### src/sv/fmpi_pkg.sv
// fmpi_pkg: types, widths and constants of the figure micro point interpolator
// no dependencies; compiled first and used by the interfaces and the core

package fmpi_pkg;

	localparam int WORD_W = 32;
	localparam int MAG_W  = WORD_W + 1;
	localparam int CNT_W  = 7;
	localparam int PTS_W  = 11;
	localparam int PROD_W = PTS_W + CNT_W;
	localparam int LANES  = 4;
	localparam int LANE_W = $clog2(LANES);
	localparam int BIT_W  = $clog2(MAG_W);

	// largest segment count and largest micro point total per figure
	localparam logic [CNT_W-1:0]  RESULT_LIMIT     = CNT_W'(64);
	localparam logic [PROD_W-1:0] MAX_MICRO_POINTS = PROD_W'(1023);
	localparam logic [CNT_W-1:0]  CFG_RESET        = CNT_W'(1);

	typedef logic signed [WORD_W-1:0] word_t;
	typedef logic [MAG_W-1:0]         mag_t;
	typedef logic [CNT_W-1:0]         cnt_t;
	typedef logic [PTS_W-1:0]         pts_t;

	typedef enum logic [1:0] {
		ST_IDLE,
		ST_DIV,
		ST_ADV,
		ST_EMIT
	} state_t;

endpackage

### src/sv/fmpi_point_if.sv
// fmpi_point_if: valid/ready channel carrying one figure point
// depends on fmpi_pkg

interface fmpi_point_if;
	logic             valid;
	logic             ready;
	fmpi_pkg::word_t  pos_x;
	fmpi_pkg::word_t  pos_y;
	fmpi_pkg::word_t  core_power;
	fmpi_pkg::word_t  ring_power;
	logic             first_of_figure;
	fmpi_pkg::pts_t   figure_points;

	modport source (output valid, pos_x, pos_y, core_power, ring_power,
		first_of_figure, figure_points, input ready);
	modport sink (input valid, pos_x, pos_y, core_power, ring_power,
		first_of_figure, figure_points, output ready);
endinterface

### src/sv/fmpi_micro_if.sv
// fmpi_micro_if: valid/ready channel carrying one micro point
// depends on fmpi_pkg

interface fmpi_micro_if;
	logic             valid;
	logic             ready;
	fmpi_pkg::word_t  out_x;
	fmpi_pkg::word_t  out_y;
	fmpi_pkg::word_t  out_core_power;
	fmpi_pkg::word_t  out_ring_power;
	logic             last_of_run;

	modport source (output valid, out_x, out_y, out_core_power, out_ring_power,
		last_of_run, input ready);
	modport sink (input valid, out_x, out_y, out_core_power, out_ring_power,
		last_of_run, output ready);
endinterface

### src/sv/fmpi_cfg_if.sv
// fmpi_cfg_if: valid/ready write channel for the interp_count register
// depends on fmpi_pkg

interface fmpi_cfg_if;
	logic            valid;
	logic            ready;
	fmpi_pkg::cnt_t  interp_count;

	modport source (output valid, interp_count, input ready);
	modport sink (input valid, interp_count, output ready);
endinterface

### src/sv/figure_micro_point_interpolator_core.sv
// figure_micro_point_interpolator_core: top level of the micro point interpolator
// depends on fmpi_pkg, fmpi_point_if, fmpi_micro_if and fmpi_cfg_if
//
// Usage:
//  points : figure points in, one transaction per point (x, y, core and ring
//           power in signed Q15.16, first_of_figure, figure_points).
//  micro  : micro points out, last_of_run set on the final one of each point.
//  cfg    : write transaction to interp_count (N), taken at any time; change
//           it only while the block is idle.
// A point that passes through unchanged gives one result in the cycle after
// it is taken. An interpolated point first runs one shared restoring divider
// over the four channels in turn, then forms the first micro point in ST_ADV;
// its N results (N capped at 64) then leave one per cycle while micro is
// ready. The next point can be taken in the cycle after the last result leaves.
// points.ready is high only while no point is in progress.
// When the receiver stalls the current micro point is held unchanged.
// Reset clears the previous point to zero, the figure pass-through flag,
// and sets interp_count to 1. The config channel is always ready.

module figure_micro_point_interpolator_core (
	input  logic                 clk,
	input  logic                 arst_n,
	fmpi_point_if.sink           points,
	fmpi_micro_if.source         micro,
	fmpi_cfg_if.sink             cfg
);
	import fmpi_pkg::*;

	state_t              state_q, state_d;
	logic                pass_q;
	logic                plain_q;
	cnt_t                cfg_q;
	cnt_t                n_q;
	cnt_t                idx_q;
	word_t               prev_q  [LANES];
	word_t               base_q  [LANES];
	logic                neg_q   [LANES];
	mag_t                mag_q   [LANES];
	mag_t                quo_a_q [LANES];
	cnt_t                rem_b_q [LANES];
	mag_t                acc_q_q [LANES];
	logic [CNT_W:0]      acc_r_q [LANES];
	logic [LANE_W-1:0]   lane_q;
	logic [BIT_W-1:0]    bit_q;
	mag_t                dvd_q;
	cnt_t                drem_q;

	logic                in_fire, out_fire, cfg_fire;
	cnt_t                n_eff;
	logic [PROD_W-1:0]   size_prod;
	logic                figure_pass;
	logic                go_plain;
	word_t               in_word   [LANES];
	logic signed [MAG_W-1:0] in_diff [LANES];
	mag_t                in_mag    [LANES];
	logic [CNT_W:0]      div_trial;
	logic                div_ge;
	cnt_t                div_rem_nx;
	mag_t                div_dvd_nx;
	logic                div_done;
	logic                last_lane;
	logic [CNT_W+1:0]    upd_sum   [LANES];
	logic [CNT_W:0]      two_n;
	logic                upd_wrap  [LANES];
	logic [CNT_W:0]      upd_r_nx  [LANES];
	mag_t                upd_q_nx  [LANES];
	logic [MAG_W:0]      out_ext   [LANES];
	logic [MAG_W:0]      out_sum   [LANES];
	word_t               out_val   [LANES];
	logic                run_last;

	// handshakes
	assign points.ready = (state_q == ST_IDLE);
	assign cfg.ready    = 1'b1;
	assign in_fire      = points.valid & points.ready;
	assign cfg_fire     = cfg.valid & cfg.ready;
	assign out_fire     = micro.valid & micro.ready;

	// effective segment count and figure size test
	assign n_eff       = (cfg_q > RESULT_LIMIT) ? RESULT_LIMIT : cfg_q;
	assign size_prod   = PROD_W'(points.figure_points - PTS_W'(1)) * PROD_W'(n_eff);
	assign figure_pass = (n_eff <= CNT_W'(1)) || (points.figure_points == '0)
		|| (size_prod > MAX_MICRO_POINTS);
	assign go_plain    = points.first_of_figure || pass_q || (n_eff <= CNT_W'(1));

	// segment difference magnitudes per channel
	assign in_word[0] = points.pos_x;
	assign in_word[1] = points.pos_y;
	assign in_word[2] = points.core_power;
	assign in_word[3] = points.ring_power;
	always_comb begin
		for (int k = 0; k < LANES; k++) begin
			in_diff[k] = MAG_W'(in_word[k]) - MAG_W'(prev_q[k]);
			in_mag[k]  = in_diff[k][MAG_W-1] ? mag_t'(-in_diff[k]) : mag_t'(in_diff[k]);
		end
	end

	// shared restoring divider step: |d| / N, one quotient bit per cycle
	assign div_trial  = {drem_q, dvd_q[MAG_W-1]};
	assign div_ge     = div_trial >= {1'b0, n_q};
	assign div_rem_nx = div_ge ? CNT_W'(div_trial - {1'b0, n_q}) : CNT_W'(div_trial);
	assign div_dvd_nx = {dvd_q[MAG_W-2:0], div_ge};
	assign div_done   = (bit_q == BIT_W'(MAG_W - 1));
	assign last_lane  = (lane_q == LANE_W'(LANES - 1));

	// step update: q += A, r += 2B, wrap once r reaches 2N
	assign two_n = {n_q, 1'b0};
	always_comb begin
		for (int k = 0; k < LANES; k++) begin
			upd_sum[k]  = {1'b0, acc_r_q[k]} + {1'b0, rem_b_q[k], 1'b0};
			upd_wrap[k] = upd_sum[k] >= {1'b0, two_n};
			upd_r_nx[k] = upd_wrap[k] ? (CNT_W+1)'(upd_sum[k] - {1'b0, two_n})
				: (CNT_W+1)'(upd_sum[k]);
			upd_q_nx[k] = acc_q_q[k] + quo_a_q[k] + mag_t'(upd_wrap[k]);
		end
	end

	// micro point values: start plus signed rounded accumulated step, or the point itself on pass-through
	always_comb begin
		for (int k = 0; k < LANES; k++) begin
			out_ext[k] = {{2{base_q[k][WORD_W-1]}}, base_q[k]};
			out_sum[k] = neg_q[k] ? (out_ext[k] - {1'b0, acc_q_q[k]})
				: (out_ext[k] + {1'b0, acc_q_q[k]});
			out_val[k] = plain_q ? prev_q[k] : word_t'(out_sum[k][WORD_W-1:0]);
		end
	end

	assign run_last             = plain_q || (idx_q == n_q);
	assign micro.valid          = (state_q == ST_EMIT);
	assign micro.out_x          = out_val[0];
	assign micro.out_y          = out_val[1];
	assign micro.out_core_power = out_val[2];
	assign micro.out_ring_power = out_val[3];
	assign micro.last_of_run    = run_last;

	// next state
	always_comb begin
		state_d = state_q;
		unique case (state_q)
			ST_IDLE: begin
				if (in_fire) state_d = go_plain ? ST_EMIT : ST_DIV;
			end
			ST_DIV: begin
				if (div_done && last_lane) state_d = ST_ADV;
			end
			ST_ADV: begin
				state_d = ST_EMIT;
			end
			ST_EMIT: begin
				if (out_fire && run_last) state_d = ST_IDLE;
			end
			default: state_d = ST_IDLE;
		endcase
	end

	// control and architectural state
	always_ff @(posedge clk or negedge arst_n) begin
		if (!arst_n) begin
			state_q <= ST_IDLE;
			pass_q  <= 1'b0;
			cfg_q   <= CFG_RESET;
			for (int k = 0; k < LANES; k++) prev_q[k] <= '0;
		end else begin
			state_q <= state_d;
			if (cfg_fire) cfg_q <= cfg.interp_count;
			if (in_fire) begin
				if (points.first_of_figure) pass_q <= figure_pass;
				for (int k = 0; k < LANES; k++) prev_q[k] <= in_word[k];
			end
		end
	end

	// datapath registers
	always_ff @(posedge clk) begin
		unique case (state_q)
			ST_IDLE: begin
				if (in_fire) begin
					plain_q <= go_plain;
					n_q     <= n_eff;
					idx_q   <= CNT_W'(1);
					lane_q  <= '0;
					bit_q   <= '0;
					drem_q  <= '0;
					dvd_q   <= in_mag[0];
					for (int k = 0; k < LANES; k++) begin
						base_q[k] <= prev_q[k];
						neg_q[k]  <= in_diff[k][MAG_W-1];
						mag_q[k]  <= in_mag[k];
					end
				end
			end
			ST_DIV: begin
				if (div_done) begin
					quo_a_q[lane_q] <= div_dvd_nx;
					rem_b_q[lane_q] <= div_rem_nx;
					lane_q          <= lane_q + LANE_W'(1);
					bit_q           <= '0;
					drem_q          <= '0;
					dvd_q           <= mag_q[lane_q + LANE_W'(1)];
					if (last_lane) begin
						for (int k = 0; k < LANES; k++) begin
							acc_q_q[k] <= '0;
							acc_r_q[k] <= {1'b0, n_q};
						end
					end
				end else begin
					bit_q  <= bit_q + BIT_W'(1);
					drem_q <= div_rem_nx;
					dvd_q  <= div_dvd_nx;
				end
			end
			ST_ADV: begin
				for (int k = 0; k < LANES; k++) begin
					acc_q_q[k] <= upd_q_nx[k];
					acc_r_q[k] <= upd_r_nx[k];
				end
			end
			ST_EMIT: begin
				if (out_fire && !run_last) begin
					idx_q <= idx_q + CNT_W'(1);
					for (int k = 0; k < LANES; k++) begin
						acc_q_q[k] <= upd_q_nx[k];
						acc_r_q[k] <= upd_r_nx[k];
					end
				end
			end
			default: ;
		endcase
	end

endmodule
### src/flat_wrapper.sv
// flat-port wrapper written by rule: the top's interface ports become plain ports
module figure_micro_point_interpolator_core_flat import fmpi_pkg::*;
  (clk, arst_n, points_valid, points_pos_x, points_pos_y, points_core_power, points_ring_power, points_first_of_figure, points_figure_points, points_ready, micro_valid, micro_out_x, micro_out_y, micro_out_core_power, micro_out_ring_power, micro_last_of_run, micro_ready, cfg_valid, cfg_interp_count, cfg_ready);
  fmpi_point_if points_i ();
  fmpi_micro_if micro_i ();
  fmpi_cfg_if cfg_i ();
  input  logic clk;
  input  logic arst_n;
  input wire logic [$bits(points_i.valid)-1:0] points_valid;
  input wire logic [$bits(points_i.pos_x)-1:0] points_pos_x;
  input wire logic [$bits(points_i.pos_y)-1:0] points_pos_y;
  input wire logic [$bits(points_i.core_power)-1:0] points_core_power;
  input wire logic [$bits(points_i.ring_power)-1:0] points_ring_power;
  input wire logic [$bits(points_i.first_of_figure)-1:0] points_first_of_figure;
  input wire logic [$bits(points_i.figure_points)-1:0] points_figure_points;
  output wire logic [$bits(points_i.ready)-1:0] points_ready;
  output wire logic [$bits(micro_i.valid)-1:0] micro_valid;
  output wire logic [$bits(micro_i.out_x)-1:0] micro_out_x;
  output wire logic [$bits(micro_i.out_y)-1:0] micro_out_y;
  output wire logic [$bits(micro_i.out_core_power)-1:0] micro_out_core_power;
  output wire logic [$bits(micro_i.out_ring_power)-1:0] micro_out_ring_power;
  output wire logic [$bits(micro_i.last_of_run)-1:0] micro_last_of_run;
  input wire logic [$bits(micro_i.ready)-1:0] micro_ready;
  input wire logic [$bits(cfg_i.valid)-1:0] cfg_valid;
  input wire logic [$bits(cfg_i.interp_count)-1:0] cfg_interp_count;
  output wire logic [$bits(cfg_i.ready)-1:0] cfg_ready;
  assign points_i.valid = points_valid;
  assign points_i.pos_x = points_pos_x;
  assign points_i.pos_y = points_pos_y;
  assign points_i.core_power = points_core_power;
  assign points_i.ring_power = points_ring_power;
  assign points_i.first_of_figure = points_first_of_figure;
  assign points_i.figure_points = points_figure_points;
  assign points_ready = points_i.ready;
  assign micro_valid = micro_i.valid;
  assign micro_out_x = micro_i.out_x;
  assign micro_out_y = micro_i.out_y;
  assign micro_out_core_power = micro_i.out_core_power;
  assign micro_out_ring_power = micro_i.out_ring_power;
  assign micro_last_of_run = micro_i.last_of_run;
  assign micro_i.ready = micro_ready;
  assign cfg_i.valid = cfg_valid;
  assign cfg_i.interp_count = cfg_interp_count;
  assign cfg_ready = cfg_i.ready;
  figure_micro_point_interpolator_core u_core (.clk(clk), .arst_n(arst_n), .points(points_i), .micro(micro_i), .cfg(cfg_i));
endmodule
### config.mk
export PLATFORM = sky130hd
export DESIGN_NAME = figure_micro_point_interpolator_core_flat
export DESIGN_NICKNAME = d
export VERILOG_FILES = /design/src/sv/fmpi_pkg.sv /design/src/sv/fmpi_point_if.sv /design/src/sv/fmpi_micro_if.sv /design/src/sv/fmpi_cfg_if.sv /design/src/sv/figure_micro_point_interpolator_core.sv /design/src/flat_wrapper.sv
export SDC_FILE = /design/constraint.sdc
export NUM_CORES = 2
export LEC_CHECK = 0
export BUFFER_PORTS_ARGS = -buffer_cell sky130_fd_sc_hd__buf_2
export CAP_MARGIN = 30
export CORE_ASPECT_RATIO = 1.1
export CORE_UTILIZATION = 36
export CTS_CLUSTER_SIZE = 20
export DETAILED_ROUTE_END_ITERATION = 16
export GPL_TIMING_DRIVEN = 1
export PLACE_DENSITY = 0.51
export REMOVE_ABC_BUFFERS = 1
export SLEW_MARGIN = 20
export SYNTH_ARGS = -nofsm -noshare
export SYNTH_HDL_FRONTEND = slang
export SYNTH_SLANG_ARGS = --single-unit
### constraint.sdc
create_clock -name clk -period 15.56 [get_ports clk]
set_input_delay 2.334 -clock clk [delete_from_list [all_inputs] [get_ports clk]]
set_output_delay 2.334 -clock clk [all_outputs]
set_load 0.01 [all_outputs]
======== After elaboration in Yosys (flattened, before gate mapping) ========
Memories as Yosys holds them, arrays and structs flattened.
Index checks and enable logic that the tools add are counted.
storage, ports and cells
  register bits ........................... 201
  RAM bits ................................ 588
  input bits .............................. 152
  output and inout port bits .............. 132
  logic and storage cells ................. 184
  memories kept ........................... 7
cells by class
  add/sub/neg operators ................... 37
  $mul .................................... 1
  magnitude comparators ................... 8
  equal/unequal tests ..................... 11
  multiplexer cells ....................... 69
  bitwise logic cells ..................... 18
  reduce and logical (&&, ||, !) cells .... 19
memory list
  name             depth  width  rd ports  clocked after Yosys merged registers in  write ports  RTL line                                    text
  u_core.acc_q_q   4      33     4         0                                        4            figure_micro_point_interpolator_core.sv:41  mag_t acc_q_q [LANES];
  u_core.mag_q     4      33     1         0                                        4            figure_micro_point_interpolator_core.sv:38  mag_t mag_q [LANES];
  u_core.quo_a_q   4      33     4         0                                        1            figure_micro_point_interpolator_core.sv:39  mag_t quo_a_q [LANES];
  u_core.base_q    4      32     4         0                                        4            figure_micro_point_interpolator_core.sv:36  word_t base_q [LANES];
  u_core.acc_r_q   4      8      4         0                                        4            figure_micro_point_interpolator_core.sv:42  logic [CNT_W:0] acc_r_q [LANES];
  u_core.rem_b_q   4      7      4         0                                        1            figure_micro_point_interpolator_core.sv:40  cnt_t rem_b_q [LANES];
  1 more memories  --     --     --        --                                       --           --
operators with widths
  operator                 count
  $mux W33                 14
  $mux W32                 8
  $add A33 B1 Y33          4
  $add A33 B33 Y33         4
  $neg A33 Y33             4
  $sub A32 B32 Y33         4
  $add A32 B32 Y32         4
  $sub A32 B32 Y32         4
  $mux W8                  12
  $pmux W33 S2             1
  $mux W7                  6
  $add A8 B8 Y9            4
  $ge A9 B8 Y1             4
  $sub A8 B8 Y8            4
  $pmux W7 S2              2
  $gt A18 B10 Y1 const B   1
  $mul A18 B7 Y18          1
  $or A1 B1 Y1             16
  $mux W1                  15
  $mux W2                  6
  $mux W6                  2
  $pmux W6 S2              1
  $sub A11 B1 Y12 const B  1
  $logic_not A11 Y1        1
  other kinds (23)         40

======== Logic depth before layout (Yosys ltp) ========
  depth in word-level cells ............... 8
  depth in mapped cells ................... 28
  mapped depth without buffers ............ 27

======== Least setup slack after synthesis ========
No wires, ideal clock.
  path type ............................... in2reg
  from .................................... in points_valid
  to ...................................... reg u_core.prev_q[124] in the netlist's numbering
  library setup time ...................... 494 ps
  arrival time ............................ 10728 ps
  data required time ...................... 15066 ps
  slack ................................... 4338 ps
  stages on the path ...................... 5
  path buffers ............................ 3
  cells stage by stage .................... and2_1 -> clkbuf_1 -> clkbuf_1 -> clkbuf_1 -> o21ai_0
on the way
  cells in the longest elaborated chain, start to end .. 1
ends and longest elaborated chain
  element             RTL line                                    text
  start, declared     flat_wrapper.sv:9                           input wire logic [$bits(points_i.valid)-1:0] points_valid;
  $and A1 B1 Y1       figure_micro_point_interpolator_core.sv:75  assign in_fire = points.valid & points.ready;
  net u_core.in_fire  figure_micro_point_interpolator_core.sv:48  logic in_fire, out_fire, cfg_fire;
  end, declared       figure_micro_point_interpolator_core.sv:35  word_t prev_q [LANES];
The timed path passes the listed nets, and every way through them passes these cells.
A chain may end at the register's enable or synchronous reset.

==> flow_summary.ini <==
[place]
post-place-ws_ps = 7370
gp_congestion = 0.896
dpl.hpwl_um = 147000
port_buffers = 282

[finish]
fin_nets = 7026
area_growth_pct = 12.3
n_fill_cell = 15700
layout-drive-gt1-share = 0.0962
multi_input_area_um2 = 33100
ff_latch_area_um2 = 22800

[worst_setup_path]
ff2ff_setup_slack_ps = 8230
worstPathCellList = inv_1 -> ha_1 -> nand2b_1 -> or4_1 -> nor3b_1 -> nor2_1 -> xnor2_1 -> ha_1 -> a41oi_1 -> o221ai_1 -> a31oi_1 -> o21ai_0 -> a2111oi_0 -> nor3_1 -> a41oi_1 -> a221o_1 -> o21ai_0 -> xnor2_1 -> o21ai_0 -> buf_2
crit_type = reg2out
crit_slowest_cell = nor3b_1
cp_data_arrival_time_ps = 6350
crit_family = compound AO/OA/AOI/OAI gates
startpoint_type = register
cp_max_fo = 6
required_ps = 13230
worst-path-stages = 20
cp-end-kind = output port
cp_num_buf_inv = 2
reg2reg_depth = 27
cpPeakStageDelay_ps = 790
worst_path_most_repeated_cell = o21ai_0

[drt]
wirelength_um = 191000
drt-met1-wl_um = 83900
vias = 46300
first_iter_violations = 3385
detail-route-antenna-nets = 0
drt-pass1-iter-count = 5
route.met3.wl_um = 9390
dr_wl_met2_um = 92000
vias_per_cell = 5.44
drc = 0
wire_per_inst_um = 22.4
top_layer_used = met5

[cts]
cts_setup_buffers = 0
cts_tree = built
clk_pin_slew_ps = 60
cts-buffers-inserted = 95
cts.sinks = 781
htree_levels = 3
clock_path_buffers = 3
postCtsHoldBufs = 0
clock_latency_ps = 730
cts_root_buffer = clkbuf_16
cts_resized = 0

[synthesis]
yosysMostFrequentCell = edfxtp_1
yosysSeqAreaShare = 0.392
post_synth_inst_count = 6055
ys_ff_latch = 781
synth_area_leader_cell = edfxtp_1
synthArstFlopShare = 0.177
synth.cell_area_um2 = 58100
post_synth.cell_area_avg_um2 = 9.59
synthTopCellsByArea = edfxtp_1, ha_1, xnor2_1
ys_warn_count = 0
synth_edf_count = 643
synth_common_cells = edfxtp_1, nand2_1, nor2_1, ha_1, o21ai_0
ys.flop_type = edfxtp_1
synth_cell_type_count = 106
yosysTopAreaCellShare = 0.333

[min_path]
hp-class = reg2reg
hold_path_depth = 0

[job]
cap_viol_max_count = 0

[sta]
worst_pin_slew_ps = 995
rsz0062_at_grt = false
drv_slew = 0
final.period_utilization = 0.558
hold_viol_final = 0
fmax_ghz = 0.115
fin_crit_ps = 8690
setup_slack_ps = 6870
slew_headroom = 0.336
clock_skew_ps = 48.2
tns_ps = 0
setup_viol = 0

[outcome]
status = finished clean

[floorplanning]
dieWidth_um = 385
core_area_um2 = 160000
die_h_um = 423
num_rows = 154
initial_core_util = 0.363
design.die.area_um2 = 163000
io-pin-count = 284

[global_routing]
grt_pass1_wl_um = 283000
first_global_vias = 44600
grt_start_max_net_pins = 88
antenna_found_initial = 12
gr-usage-all-layers = 0.230
overflow = 0
## cell families after synthesis
family                     share of synthesized area
xor gates and xnor gates                      0.0884
DFF                                            0.392
muxes                                         0.0194
buffers and inverters                         0.0387
and+or+nand+nor                                0.152
AOI/OAI and AO/OA                              0.177
other                                      0.0000646
adders and majority gates                      0.133
## registers in the layout (all words and copies together), names as in the netlist, 28 cells and up
| signal | count |
|---|---|
| u_core.quo_a_q | 128 |
| u_core.rem_b_q | 28 |
| u_core.acc_r_q | 32 |
| u_core.prev_q | 128 |
| u_core.dvd_q | 33 |
| u_core.base_q | 128 |
| u_core.acc_q_q | 128 |
| u_core.mag_q | 132 |
## cells in the final DEF, fill, tap and decap left out, types with 85 or more instances in the layout
| master | count |
|---|---|
| dfrtp_1 | 137 |
| a21oi_1 | 405 |
| o21ai_0 | 450 |
| edfxtp_1 | 643 |
| nand2_1 | 561 |
| nor2_1 | 517 |
| nand3_1 | 101 |
| buf_2 | 282 |
| xnor2_1 | 394 |
| nor3_1 | 138 |
| fa_1 | 85 |
| clkbuf_16 | 98 |
| xor2_1 | 188 |
| a21o_1 | 190 |
| o21a_1 | 90 |
| inv_1 | 419 |
| ha_1 | 477 |
## metrics by stage
stage | area [µm²] | cells | util | hold slack, ps
6_report | 65200 | 8501 | 0.407 | 444
3_5_place_dp | 61800 | 8312 | 0.386 | 434
4_1_cts | 65100 | 8489 | 0.407 | 440
5_1_grt | 65200 | 8496 | 0.407 | 454
3_3_place_gp | 61800 | 8310 | 0.386 | 427
2_1_floorplan | 57400 | 5882 | - | 425
## metal layers
layer  vias up  global-route usage
li1      22500                   -
met1     22500               0.307
met2      1113               0.389
met3       219              0.0239
met4         2              0.0720
met5         -                   0
## cell type report
type	count	area share
multi-input cells	4680	0.508
flip-flops and latches	781	0.349
well taps	2106	0.0404
clock buffers	121	0.0398
repair buffers	331	0.0284
inverters	421	0.0242
clock inverters	56	0.0104
diodes	5	0.000192
## worst paths after layout
path	startpoint	to
hold / removal	u_core.prev_q[123]	u_core.base_q[0][27]
setup reg to reg	u_core.rem_b_q[1][0]	u_core.acc_q_q[1][30]
hold reg to reg	u_core.prev_q[123]	u_core.base_q[0][27]
max in group asynchronous	arst_n	u_core.prev_q[65]
min in group asynchronous	arst_n	u_core.prev_q[21]
setup / recovery	u_core.acc_q_q[3][1]	micro_out_ring_power[30]
Power is left out: the tool's default activity adds up to more than one toggle a clock period on the data nets, which glitch-free logic cannot reach.
